`src/rtl/lkv_pkg.sv`:
```
// ----------------------------------------------------------------------------
// lkv_pkg
// Shared constants, types and opcodes of the LRU key/value cache.
// ----------------------------------------------------------------------------
package lkv_pkg;

    localparam int ENTRIES    = 16;
    localparam int KEY_BITS   = 16;
    localparam int VALUE_BITS = 32;
    localparam int CAP_BITS   = 5;
    localparam int CAP_RESET  = 16;

    localparam int IDX_BITS   = (ENTRIES > 1) ? $clog2(ENTRIES) : 1;
    localparam int OCC_BITS   = $clog2(ENTRIES + 1);

    // input word: key in the low bits, value above, padded to whole bytes
    localparam int IN_BITS    = KEY_BITS + VALUE_BITS;
    localparam int IN_TDATA_W = ((IN_BITS + 7) / 8) * 8;
    localparam int OUT_TDATA_W = ((VALUE_BITS + 7) / 8) * 8;

    localparam logic OP_GET = 1'b0;
    localparam logic OP_PUT = 1'b1;

    typedef struct packed {
        logic load_item;
        logic execute;
    } ctrl_cmd_t;

    typedef struct packed {
        logic result_pending;
    } ctrl_status_t;

endpackage

```
`src/rtl/lkv_ctrl.sv`:
```
// ----------------------------------------------------------------------------
// lkv_ctrl
// Sequencer: takes one word, runs its lookup/update, owns output valid.
// ----------------------------------------------------------------------------
module lkv_ctrl
(
    input  logic               clk,
    input  logic               rst_n,
    input  logic               in_valid,
    output logic               in_ready,
    output logic               out_valid,
    input  logic               out_ready,
    output lkv_pkg::ctrl_cmd_t cmd,
    output lkv_pkg::ctrl_status_t status
);
    import lkv_pkg::*;

    typedef enum logic [0:0] {
        S_IDLE,
        S_EXEC
    } state_t;

    state_t state_reg;
    logic   out_valid_reg;
    logic   exec_fire;

    assign in_ready  = (state_reg == S_IDLE);
    // run the update only when the output register is free or draining
    assign exec_fire = (state_reg == S_EXEC) && (!out_valid_reg || out_ready);

    assign cmd.load_item = in_valid && in_ready;
    assign cmd.execute   = exec_fire;
    assign status.result_pending = out_valid_reg;
    assign out_valid = out_valid_reg;

    always_ff @(posedge clk or negedge rst_n)
    begin
        if (!rst_n)
        begin
            state_reg     <= S_IDLE;
            out_valid_reg <= 1'b0;
        end
        else
        begin
            case (state_reg)
                S_IDLE:
                begin
                    if (cmd.load_item)
                    begin
                        state_reg <= S_EXEC;
                    end
                end
                S_EXEC:
                begin
                    if (exec_fire)
                    begin
                        state_reg <= S_IDLE;
                    end
                end
                default:
                begin
                    state_reg <= S_IDLE;
                end
            endcase

            if (exec_fire)
            begin
                out_valid_reg <= 1'b1;
            end
            else if (out_ready)
            begin
                out_valid_reg <= 1'b0;
            end
        end
    end

endmodule

```
`src/rtl/lkv_datapath.sv`:
```
// ----------------------------------------------------------------------------
// lkv_datapath
// Entry store, parallel key match, recency ranks, capacity register and
// result register.
// ----------------------------------------------------------------------------
module lkv_datapath
(
    input  logic                             clk,
    input  logic                             rst_n,
    input  lkv_pkg::ctrl_cmd_t               cmd,
    input  lkv_pkg::ctrl_status_t            status,
    input  logic                             in_op,
    input  logic [lkv_pkg::KEY_BITS-1:0]     in_key,
    input  logic [lkv_pkg::VALUE_BITS-1:0]   in_value,
    input  logic                             cfg_we,
    input  logic [lkv_pkg::CAP_BITS-1:0]     cfg_capacity,
    output logic                             out_hit,
    output logic [lkv_pkg::VALUE_BITS-1:0]   out_read_value,
    output logic                             out_evicted
);
    import lkv_pkg::*;

    logic                  op_reg;
    logic [KEY_BITS-1:0]   key_reg;
    logic [VALUE_BITS-1:0] value_reg;

    logic [KEY_BITS-1:0]   entry_key_reg   [ENTRIES];
    logic [VALUE_BITS-1:0] entry_value_reg [ENTRIES];
    logic [ENTRIES-1:0]    entry_valid_reg;
    logic [ENTRIES-1:0]    entry_valid_next;
    logic [IDX_BITS-1:0]   entry_rank_reg  [ENTRIES];
    logic [IDX_BITS-1:0]   entry_rank_next [ENTRIES];
    logic [OCC_BITS-1:0]   occ_reg;
    logic [OCC_BITS-1:0]   occ_next;
    logic [CAP_BITS-1:0]   cap_reg;

    logic                  hit_reg;
    logic                  evicted_reg;
    logic [VALUE_BITS-1:0] read_value_reg;

    logic [ENTRIES-1:0]    match;
    logic                  found;
    logic [IDX_BITS-1:0]   found_idx;
    logic [IDX_BITS-1:0]   victim_idx;
    logic [IDX_BITS-1:0]   oldest_rank;
    logic [OCC_BITS-1:0]   eff_cap;
    logic                  full;
    logic                  do_evict;
    logic                  do_fill;
    logic                  do_write;
    logic [IDX_BITS-1:0]   slot;
    logic [IDX_BITS-1:0]   old_rank;

    always_comb
    begin
        for (int i = 0; i < ENTRIES; i++)
        begin
            match[i] = entry_valid_reg[i] && (entry_key_reg[i] == key_reg);
        end
    end

    // lowest matching slot wins
    always_comb
    begin
        found     = |match;
        found_idx = '0;
        for (int i = ENTRIES - 1; i >= 0; i--)
        begin
            if (match[i])
            begin
                found_idx = IDX_BITS'(i);
            end
        end
    end

    // ranks of valid entries are a permutation of 0..occ-1, so the oldest
    // holds occ-1
    assign oldest_rank = IDX_BITS'(occ_reg - OCC_BITS'(1));

    always_comb
    begin
        victim_idx = '0;
        for (int i = 0; i < ENTRIES; i++)
        begin
            if (entry_valid_reg[i] && (entry_rank_reg[i] == oldest_rank))
            begin
                victim_idx = IDX_BITS'(i);
            end
        end
    end

    always_comb
    begin
        if (cap_reg == '0)
        begin
            eff_cap = OCC_BITS'(1);
        end
        else if (cap_reg > CAP_BITS'(ENTRIES))
        begin
            eff_cap = OCC_BITS'(ENTRIES);
        end
        else
        begin
            eff_cap = OCC_BITS'(cap_reg);
        end
    end

    assign full     = (occ_reg >= eff_cap);
    assign do_evict = !found && (op_reg == OP_PUT) && full;
    assign do_fill  = !found && (op_reg == OP_PUT) && !full;
    assign do_write = do_evict || do_fill || (found && (op_reg == OP_PUT));

    // entries are never dropped, so valid slots form a prefix and the lowest
    // free slot is the occupancy count
    always_comb
    begin
        if (found)
        begin
            slot     = found_idx;
            old_rank = entry_rank_reg[found_idx];
        end
        else if (do_evict)
        begin
            slot     = victim_idx;
            old_rank = oldest_rank;
        end
        else
        begin
            slot     = occ_reg[IDX_BITS-1:0];
            old_rank = oldest_rank;
        end
    end

    always_comb
    begin
        entry_valid_next = entry_valid_reg;
        occ_next         = occ_reg;
        for (int i = 0; i < ENTRIES; i++)
        begin
            entry_rank_next[i] = entry_rank_reg[i];
        end
        if (cmd.execute && (found || do_evict))
        begin
            for (int i = 0; i < ENTRIES; i++)
            begin
                if (IDX_BITS'(i) == slot)
                begin
                    entry_rank_next[i] = '0;
                end
                else if (entry_valid_reg[i] && (entry_rank_reg[i] < old_rank))
                begin
                    entry_rank_next[i] = entry_rank_reg[i] + IDX_BITS'(1);
                end
            end
        end
        else if (cmd.execute && do_fill)
        begin
            for (int i = 0; i < ENTRIES; i++)
            begin
                if (IDX_BITS'(i) == slot)
                begin
                    entry_rank_next[i]  = '0;
                    entry_valid_next[i] = 1'b1;
                end
                else if (entry_valid_reg[i])
                begin
                    entry_rank_next[i] = entry_rank_reg[i] + IDX_BITS'(1);
                end
            end
            occ_next = occ_reg + OCC_BITS'(1);
        end
    end

    always_ff @(posedge clk or negedge rst_n)
    begin
        if (!rst_n)
        begin
            entry_valid_reg <= '0;
            occ_reg         <= '0;
            cap_reg         <= CAP_BITS'(CAP_RESET);
            for (int i = 0; i < ENTRIES; i++)
            begin
                entry_rank_reg[i] <= '0;
            end
        end
        else
        begin
            entry_valid_reg <= entry_valid_next;
            occ_reg         <= occ_next;
            for (int i = 0; i < ENTRIES; i++)
            begin
                entry_rank_reg[i] <= entry_rank_next[i];
            end
            if (cfg_we)
            begin
                cap_reg <= cfg_capacity;
            end
        end
    end

    // payload: item, entry contents and result
    always_ff @(posedge clk)
    begin
        if (cmd.load_item)
        begin
            op_reg    <= in_op;
            key_reg   <= in_key;
            value_reg <= in_value;
        end
        if (cmd.execute && do_write)
        begin
            entry_key_reg[slot]   <= key_reg;
            entry_value_reg[slot] <= value_reg;
        end
        if (cmd.execute)
        begin
            hit_reg     <= found;
            evicted_reg <= do_evict;
            if (found && (op_reg == OP_GET))
            begin
                read_value_reg <= entry_value_reg[found_idx];
            end
            else
            begin
                read_value_reg <= '0;
            end
        end
    end

    // drive zeros while no result is held
    assign out_hit        = hit_reg && status.result_pending;
    assign out_evicted    = evicted_reg && status.result_pending;
    assign out_read_value = status.result_pending ? read_value_reg : '0;

endmodule

```
`src/rtl/lru_key_value_cache_core.sv`:
```
// ----------------------------------------------------------------------------
// lru_key_value_cache_core
// Fully associative key/value cache with least-recently-used replacement.
// ----------------------------------------------------------------------------
//  channel  | signals                          | word contents (low bit up)
//  ---------+----------------------------------+------------------------------
//  request  | s_axis_tvalid/tready/tdata/tuser | tdata: key[15:0], value[47:16]
//           |                                  | tuser: op (0 get, 1 put)
//  result   | m_axis_tvalid/tready/tdata/tuser | tdata: read_value[31:0]
//           |                                  | tuser: hit[0], evicted[1]
//  config   | cfg_valid/cfg_ready/cfg_data     | capacity[4:0], always ready
//
//  Each request is handled in order: the word is captured first, then come the
//  parallel key match, rank update and entry write into the result register.
//  The next request is taken while the previous result waits on m_axis_tready;
//  the update stalls only when a result is still held and not taken.
//  Reset clears valid bits, ranks and occupancy at once; capacity resets to 16.
// ----------------------------------------------------------------------------
module lru_key_value_cache_core
(
    input  logic                                clk,
    input  logic                                rst_n,
    input  logic                                s_axis_tvalid,
    output logic                                s_axis_tready,
    input  logic [lkv_pkg::IN_TDATA_W-1:0]      s_axis_tdata,  // key, value
    input  logic                                s_axis_tuser,  // op
    output logic                                m_axis_tvalid,
    input  logic                                m_axis_tready,
    output logic [lkv_pkg::OUT_TDATA_W-1:0]     m_axis_tdata,  // read_value
    output logic [1:0]                          m_axis_tuser,  // hit, evicted
    input  logic                                cfg_valid,
    output logic                                cfg_ready,
    input  logic [lkv_pkg::CAP_BITS-1:0]        cfg_data
);
    import lkv_pkg::*;

    ctrl_cmd_t             cmd;
    ctrl_status_t          status;
    logic                  hit;
    logic                  evicted;
    logic [VALUE_BITS-1:0] read_value;

    assign cfg_ready = 1'b1;

    lkv_ctrl u_ctrl
    (
        .clk       (clk),
        .rst_n     (rst_n),
        .in_valid  (s_axis_tvalid),
        .in_ready  (s_axis_tready),
        .out_valid (m_axis_tvalid),
        .out_ready (m_axis_tready),
        .cmd       (cmd),
        .status    (status)
    );

    lkv_datapath u_datapath
    (
        .clk            (clk),
        .rst_n          (rst_n),
        .cmd            (cmd),
        .status         (status),
        .in_op          (s_axis_tuser),
        .in_key         (s_axis_tdata[KEY_BITS-1:0]),
        .in_value       (s_axis_tdata[IN_BITS-1:KEY_BITS]),
        .cfg_we         (cfg_valid && cfg_ready),
        .cfg_capacity   (cfg_data),
        .out_hit        (hit),
        .out_read_value (read_value),
        .out_evicted    (evicted)
    );

    assign m_axis_tdata = OUT_TDATA_W'(read_value);
    assign m_axis_tuser = {evicted, hit};

endmodule
```
`config.mk`:
```
export PLATFORM = sky130hd
export DESIGN_NAME = lru_key_value_cache_core
export DESIGN_NICKNAME = d
export VERILOG_FILES = /design/src/rtl/lkv_pkg.sv /design/src/rtl/lkv_ctrl.sv /design/src/rtl/lkv_datapath.sv /design/src/rtl/lru_key_value_cache_core.sv
export SDC_FILE = /design/constraint.sdc
export NUM_CORES = 2
export LEC_CHECK = 0
export ABC_AREA = 1
export BUFFER_PORTS_ARGS = -buffer_cell sky130_fd_sc_hd__buf_2
export CAP_MARGIN = 25
export CORE_MARGIN = 2
export CORE_UTILIZATION = 30
export CTS_CLUSTER_SIZE = 24
export DETAILED_ROUTE_END_ITERATION = 12
export HOLD_SLACK_MARGIN = 0.15
export REMOVE_ABC_BUFFERS = 1
export SYNTH_ARGS = -nofsm -noshare
export SYNTH_HDL_FRONTEND = slang
export SYNTH_SLANG_ARGS = --single-unit
```
`constraint.sdc`:
```
create_clock -name clk -period 6.84 [get_ports clk]
set_input_delay 1.026 -clock clk [delete_from_list [all_inputs] [get_ports clk]]
set_output_delay 1.026 -clock clk [all_outputs]
set_load 0.01 [all_outputs]
```
Yosys cells after proc, flatten, opt, wreduce, memory -nomap -nowiden
Memory sizes are Yosys's and may differ from the RTL's. A register that Yosys moved wholly into a read port is not among the register bits.
Cells that the tools add are included.
Word-level totals
  register bits: 143
  bits in latches: 0
  RAM bits: 768
  bits in read-only memories: 0
  output and inout bits: 37
  word-level logic and storage cells: 380
  memories: 2
Memory list
  u_datapath.entry_value_reg: depth 16, bits a word 32, rd ports 1, clocked after Yosys merged registers in 1, write ports 1, RTL line lkv_datapath.sv:28  | logic [VALUE_BITS-1:0] entry_value_reg [ENTRIES];
  u_datapath.entry_key_reg: depth 16, bits a word 16, rd ports 16, clocked after Yosys merged registers in 0, write ports 1, RTL line lkv_datapath.sv:27  | logic [KEY_BITS-1:0] entry_key_reg [ENTRIES];
Cells by class
  add/sub/neg operators: 18
  $mul: 0
  divide/modulo/power cells: 0
  magnitude comparators: 19
  equal/unequal tests: 62
  shifts and indexed selects: 0
  mux-type cells: 113
  bitwise logic cells: 4
  reduce and logical (&&, ||, !) cells: 121
Operators by type and width (number)
  4-bit two-way mux: 93
  16-bit == test: 16
  64-bit two-way mux: 2
  3-bit AND reduction: 32
  4-bit by 1-bit adder with 4-bit output (second input constant): 16
  4-bit < comparator: 16
  4-bit == test: 15
  1-bit logical AND: 59
  3-bit != test (second input constant): 16
  3-bit nonzero test: 16
  4-bit == test (first input constant): 8
  32-bit two-way mux: 1
  4-bit binary-select mux with 4-bit select: 1
  3-bit by 4-bit == test with 1-bit output (first input constant): 4
  16-bit OR reduction: 1
  3-bit two-way mux: 4
  5-bit two-way mux: 2
  2-bit by 4-bit == test with 1-bit output (first input constant): 2
  1-bit two-way mux: 7
  5-bit by 1-bit adder with 5-bit output (second input constant): 1
  5-bit >= comparator: 1
  5-bit >= comparator (second input constant): 1
  5-bit > comparator (second input constant): 1
  5-bit zero test: 1
  11 further kinds: 21

Longest topological paths before layout
An unclocked memory read counts as a cell.
  word-level depth: 29
  mapped depth: 46
  gate-level depth less buffers: 42

By module
From an unflattened synthesis, not the netlist that was laid out.
Unflattened totals
  cells, all modules: 4160
  area total of the unflattened synthesis: 44405.1 µm²
By module, submodules not included
  lkv_datapath: times used 1, cells each 4143, area an instance 44271.2 µm², sequential area each 27807.9 µm²
  lkv_ctrl: times used 1, cells each 13, area an instance 107.6 µm², sequential area each 50.0 µm²
  lru_key_value_cache_core: times used 1, cells each 4, area an instance 26.3 µm², sequential area each 0.0 µm²

Worst setup path after synthesis
OpenSTA, ideal clock, no wires.
  path kind: register to register
  start: register u_datapath.occ_reg[0]
  end: memory u_datapath.entry_key_reg[3][0] (enable)
  arrival time: 5.784 ns
  data required time: 6.386 ns
  setup slack: 0.602 ns
  stages on the path, launching flop included: 22
  buffers on the path: 4
  cells stage by stage: dfrtp_1 > inv_2 > buf_2 > buf_1 > buf_2 > ha_1 > xor2_1 > buf_2 > xor2_1 > a2111oi_0 > o21ai_0 > nand2_1 > a31oi_1 > nor2_1 > nor2_1 > o21ai_0 > o22ai_1 > a21oi_2 > inv_2 > nor2_4 > nand2_1 > nor2_1
Between the ends
  longest elaborated chain between the ends: 20
  elaborated cells between the ends (all ways): 57
Ends and longest elaborated chain
  start, declared: RTL line lkv_datapath.sv:33  | logic [OCC_BITS-1:0] occ_reg;
  start signal, assigned: RTL line lkv_datapath.sv:189  | occ_reg <= occ_next;
  4-bit by 1-bit subtractor with 4-bit output (*): RTL line lkv_datapath.sv:78  | assign oldest_rank = IDX_BITS'(occ_reg - OCC_BITS'(1));
  via u_datapath.oldest_rank[0]: RTL line lkv_datapath.sv:45  | logic [IDX_BITS-1:0] oldest_rank;
  4-bit == test: RTL line lkv_datapath.sv:85  | if (entry_valid_reg[i] && (entry_rank_reg[i] == oldest_rank))
  1-bit logical AND: RTL line lkv_datapath.sv:85
  1-bit two-way mux: RTL line lkv_datapath.sv:85
  2-bit two-way mux (2 in a row): RTL line lkv_datapath.sv:85
  3-bit two-way mux (4 in a row): RTL line lkv_datapath.sv:85
  4-bit two-way mux (7 in a row): RTL line lkv_datapath.sv:85
  4-bit two-way mux (*): RTL line lkv_datapath.sv:85
  4-bit two-way mux (*): RTL line lkv_datapath.sv:122  | else if (do_evict)
  4-bit two-way mux (*): RTL line lkv_datapath.sv:117  | if (found)
  end, declared: RTL line lkv_datapath.sv:27
Mark *: on every way through the listed nets, which the timed path passes. The rest lies on a longest branch.

Worst setup path after layout
  start: register u_datapath.key_reg[4]
  end: register u_datapath.entry_rank_reg[26] (netlist bit)
Between the ends
  longest elaborated chain between the ends: 27
  elaborated cells between the ends (all ways): 74
Ends and longest elaborated chain
  start, declared: RTL line lkv_datapath.sv:24  | logic [KEY_BITS-1:0] key_reg;
  start signal, assigned: RTL line lkv_datapath.sv:207  | key_reg <= in_key;
  16-bit == test: RTL line lkv_datapath.sv:58  | match[i] = entry_valid_reg[i] && (entry_key_reg[i] == key_reg);
  1-bit logical AND: RTL line lkv_datapath.sv:58
  4-bit two-way mux (16 in a row): RTL line lkv_datapath.sv:69  | if (match[i])
  4-bit inverter with 5-bit output (implied by the code): RTL line lkv_datapath.sv:120  | old_rank = entry_rank_reg[found_idx];
  4-bit binary-select mux with 4-bit select: RTL line lkv_datapath.sv:120
  4-bit two-way mux (implied by the code) (2 in a row): RTL line lkv_datapath.sv:120
  4-bit two-way mux: RTL line lkv_datapath.sv:117
  4-bit < comparator: RTL line lkv_datapath.sv:150  | else if (entry_valid_reg[i] && (entry_rank_reg[i] < old_rank))
  1-bit logical AND: RTL line lkv_datapath.sv:150
  3-bit != test (no source line)
  3-bit AND reduction (no source line)
  end signal, assigned by index: RTL line lkv_datapath.sv:192  | entry_rank_reg[i] <= entry_rank_next[i];
  end, declared: RTL line lkv_datapath.sv:31  | logic [IDX_BITS-1:0] entry_rank_reg [ENTRIES];
Parallel ways exist; a longest one is shown, timed or not. The select of a mux whose other input is x is not followed.
A chain may end at the register's enable or synchronous reset.

==> out/results.txt <==
proportion of netlist area held by the largest area contributor = 0.574
final count of hold timing violations = 0
time the final worst path needs with I/O delays and setup = 6.04 ns
CP Launch Point = u_datapath.key_reg[4]
net switching power = 5.42 mW
combinational family with the most area after synthesis = simple AND/OR/NAND/NOR gates
Crit path largest cell delay = 0.99 ns
actual slew at the worst max-slew pin = 1.28 ns
# setup viols final = 0
commonest register cell after synthesis = sky130_fd_sc_hd__edfxtp_1
top library cells by usage in the layout, fill and taps aside = sky130_fd_sc_hd__edfxtp_1 (851), sky130_fd_sc_hd__nand2_1 (720), sky130_fd_sc_hd__nor2_1 (439), sky130_fd_sc_hd__inv_1 (354), sky130_fd_sc_hd__o21ai_0 (321)
CTS tree = built
Detail Route Antenna Nets = 0
highest net fanout along the worst path = 92
most frequent standard cell in the layout excluding fill and tap cells = sky130_fd_sc_hd__edfxtp_1
pin count of the biggest net entering global routing = 229
vias per cell = 5.15
switching part of the total = 0.325
die boundary height = 389 microns
level count of the clock H-tree = 3
Avg Cell Area, Syn = 10.7 sq um
synthesized-area fraction occupied by ao, oa, aoi and oai cells = 0.0944
global-route wire length before repair = 194000 microns
critical path data arrival time = 6.60 ns
required time of the critical path = 7.40 ns
result of the run = completed
area added between synthesis and finish = 13.9%
total congestion overflow after global routing = 0
vias in the first global route = 30727
routed vias = 32112
Cell variety after synth = 73
pwr dens = 328 nW/um^2
final worst setup slack = 0.804 ns
synth warn = 0
total DRC errors in the routed layout = 0
Finished Core Util = 0.344
final wirelength = 130000 microns
cell depth of the worst flop-to-flop path = 38
clock tree sinks = 943
placed insts = 6048
count of standard-cell rows = 141
Detail Placement HPWL = 75000 microns
max-cap check violation count = 0
Post-Place Worst Slack = 1.01 ns
Slew HR = 0.144
sequential share of power = 0.442
Cell Area, Synth = 44500 sq um
top area cells in the synthesized netlist = sky130_fd_sc_hd__edfxtp_1 (57%), sky130_fd_sc_hd__nand2_1 (6.1%), sky130_fd_sc_hd__dfrtp_1 (5.1%)
biggest area consumer among synthesized cells = sky130_fd_sc_hd__edfxtp_1
antenna violations before repair = 2
clock slew seen by the registers of the worst setup and hold paths = 0.06 ns
worst ir drop on vdd = 0.265 mV
Adder-Cell Fraction of Synth Area = 0.0200
mux cell area share after synthesis = 0.000253
CTS root buffer = sky130_fd_sc_hd__clkbuf_16
Critical Setup Path Class = reg2reg
global placer's final weighted congestion = 0.895
area of the die = 151000 sq um
sum of negative setup slack = 0 ns
final number of max-transition violations = 0
max reg flops = 512
worst setup skew after layout = 0.0613 ns
number of buffers added by the clock tree synthesis step = 99
number of synthesized flops with an enable pin = 851
launching point of the worst reg2reg path = u_datapath.key_reg[4]
Async S/R FF share, synth = 0.0976
Horiz. Die Dim = 389 microns
total leakage power = 19.5 nW
number of fillers in the final layout = 14723
CP most frequent cell = sky130_fd_sc_hd__nand2_1
area share of xor/xnor cells in the synthesized design = 0.0258
fin crit share = 0.882
# hold bufs at CTS = 0
CTS Buffer Depth = 3
simple logic cell fraction of the synthesized area = 0.178
count of buffers inserted at the top-level ports = 94
proportion of layout cells with a drive suffix above 1 = 0.115
worst setup path endpoint = u_datapath.entry_rank_reg[26]
setup repair after global routing missed its margin = no
post-cts resize count = 0
slack of the worst reg-to-reg path = 0.80 ns
combinational share of power = 0.227
f_max = 0.166 GHz
aggregate global-route resource usage = 0.168
placeable core region = 147000 sq um
post-CTS setup-driven buffer insertion count = 0
Critical Path Source Type = register
final net count = 4349
worst reg2reg path endpoint = u_datapath.entry_rank_reg[26]
clock network latency to the later pin of the worst-skew pair = 0.72 ns
Int Pwr = 11.2 mW
clock group share of total power = 0.331
I/O pin cnt = 96
post-route non-filler standard cell count = 6237
first-iteration detailed-routing DRC count = 3600
worst min-delay path class = in2async
Worst Setup End Kind = register
CP max-delay cell = sky130_fd_sc_hd__edfxtp_1
flip-flop and latch count after synthesis = 943
mean routed wirelength per cell = 20.9 microns
number of cells produced by synthesis = 4149
initial cell density of the core = 0.302
sequential element share of the synthesized area = 0.626
Pre-antenna DRT Iters = 5
-- cell type report --
class	count	area, sq um	area share
antenna	1	2.50	0.0000493
clock buffer	124	2620	0.0517
clock inverter	64	729	0.0144
inverter	389	1490	0.0293
multi-input combinational	2618	14300	0.283
sequential	943	27900	0.549
tap	1930	2410	0.0476
timing repair buffer	168	1270	0.0250
-- cells by family after synthesis --
kind of cell,count (synthesis)
XOR/XNOR,131
buffers and inverters,588
multiplexers,1
AND/OR/NAND/NOR,1741
adder cells (fa/ha/maj),71
AO/OA/AOI/OAI,673
flip-flops,943
other,1
-- Yosys cell counts (7+ instances only) --
| master | n |
|---|---|
| sky130_fd_sc_hd__edfxtp_1 | 851 |
| sky130_fd_sc_hd__nand2_1 | 722 |
| sky130_fd_sc_hd__nor2_1 | 455 |
| sky130_fd_sc_hd__inv_1 | 358 |
| sky130_fd_sc_hd__o21ai_0 | 321 |
| sky130_fd_sc_hd__nand3_1 | 247 |
| sky130_fd_sc_hd__o221ai_1 | 125 |
| sky130_fd_sc_hd__clkbuf_1 | 103 |
| sky130_fd_sc_hd__a21oi_1 | 92 |
| sky130_fd_sc_hd__dfrtp_1 | 91 |
| sky130_fd_sc_hd__xor2_1 | 90 |
| sky130_fd_sc_hd__ha_1 | 71 |
| sky130_fd_sc_hd__nand4_1 | 70 |
| sky130_fd_sc_hd__buf_2 | 55 |
| sky130_fd_sc_hd__nor3_1 | 44 |
| sky130_fd_sc_hd__xnor2_1 | 41 |
| sky130_fd_sc_hd__nor4_1 | 40 |
| sky130_fd_sc_hd__nand2_2 | 34 |
| sky130_fd_sc_hd__or2_2 | 26 |
| sky130_fd_sc_hd__nand2_4 | 25 |
| sky130_fd_sc_hd__o21ai_1 | 25 |
| sky130_fd_sc_hd__o22ai_1 | 25 |
| sky130_fd_sc_hd__inv_2 | 23 |
| sky130_fd_sc_hd__buf_4 | 19 |
| sky130_fd_sc_hd__o2111ai_1 | 18 |
| sky130_fd_sc_hd__o211ai_1 | 16 |
| sky130_fd_sc_hd__buf_6 | 15 |
| sky130_fd_sc_hd__nand3_2 | 14 |
| sky130_fd_sc_hd__a211oi_1 | 13 |
| sky130_fd_sc_hd__a2111oi_0 | 12 |
| sky130_fd_sc_hd__or2_1 | 10 |
| sky130_fd_sc_hd__nor3b_1 | 8 |
| sky130_fd_sc_hd__nand3b_1 | 7 |
-- layer usage --
metal | wire length, microns | global-route usage
met1 | 55500 | 0.228
met2 | 60800 | 0.276
met3 | 9790 | 0.0221
met4 | 4300 | 0.0597
met5 | 0 | 0
-- worst min-delay path by stage --
stage	from	to	slack [ns]	cells after the start
after floorplan	u_datapath.occ_reg[4]	u_datapath.occ_reg[4]	0.45	1
after global placement	u_datapath.occ_reg[4]	u_datapath.occ_reg[4]	0.46	1
after detailed placement	u_datapath.occ_reg[4]	u_datapath.occ_reg[4]	0.47	1
after CTS	rst_n	u_datapath.entry_valid_reg[0]	0.34	1
after global routing	rst_n	u_datapath.entry_valid_reg[0]	0.38	1
final	rst_n	u_datapath.entry_rank_reg[40]	0.35	1
-- worst max-delay path, delay by kind of cell (launching register included) --
| family | cells | cell delay [ns] |
|---|---|---|
| and+or+nand+nor | 33 | 3.23 |
| buffers and inverters | 4 | 1.23 |
| DFF | 1 | 0.99 |
| adders and majority gates | 1 | 0.38 |
-- power by group through the flow --
stage	registers (mW)	clock network (mW)	logic [mW]
floorplan	7.31	0	2.57
global placement	7.45	0	3.69
detailed placement	7.45	0	3.76
CTS	7.34	5.59	3.77
global route	7.41	5.81	4.24
finish	7.36	5.51	3.78
-- through the flow --
step	instance area (sq um)	hold WS [ns]	total power [mW]
after floorplan	43500	0.446	9.88
after CTS	50700	0.336	16.7
after global routing	50700	0.380	17.5
after detailed placement	47400	0.466	11.2
final	50700	0.349	16.7
after global placement	47400	0.465	11.1
(Power assumes the default switching activity.)
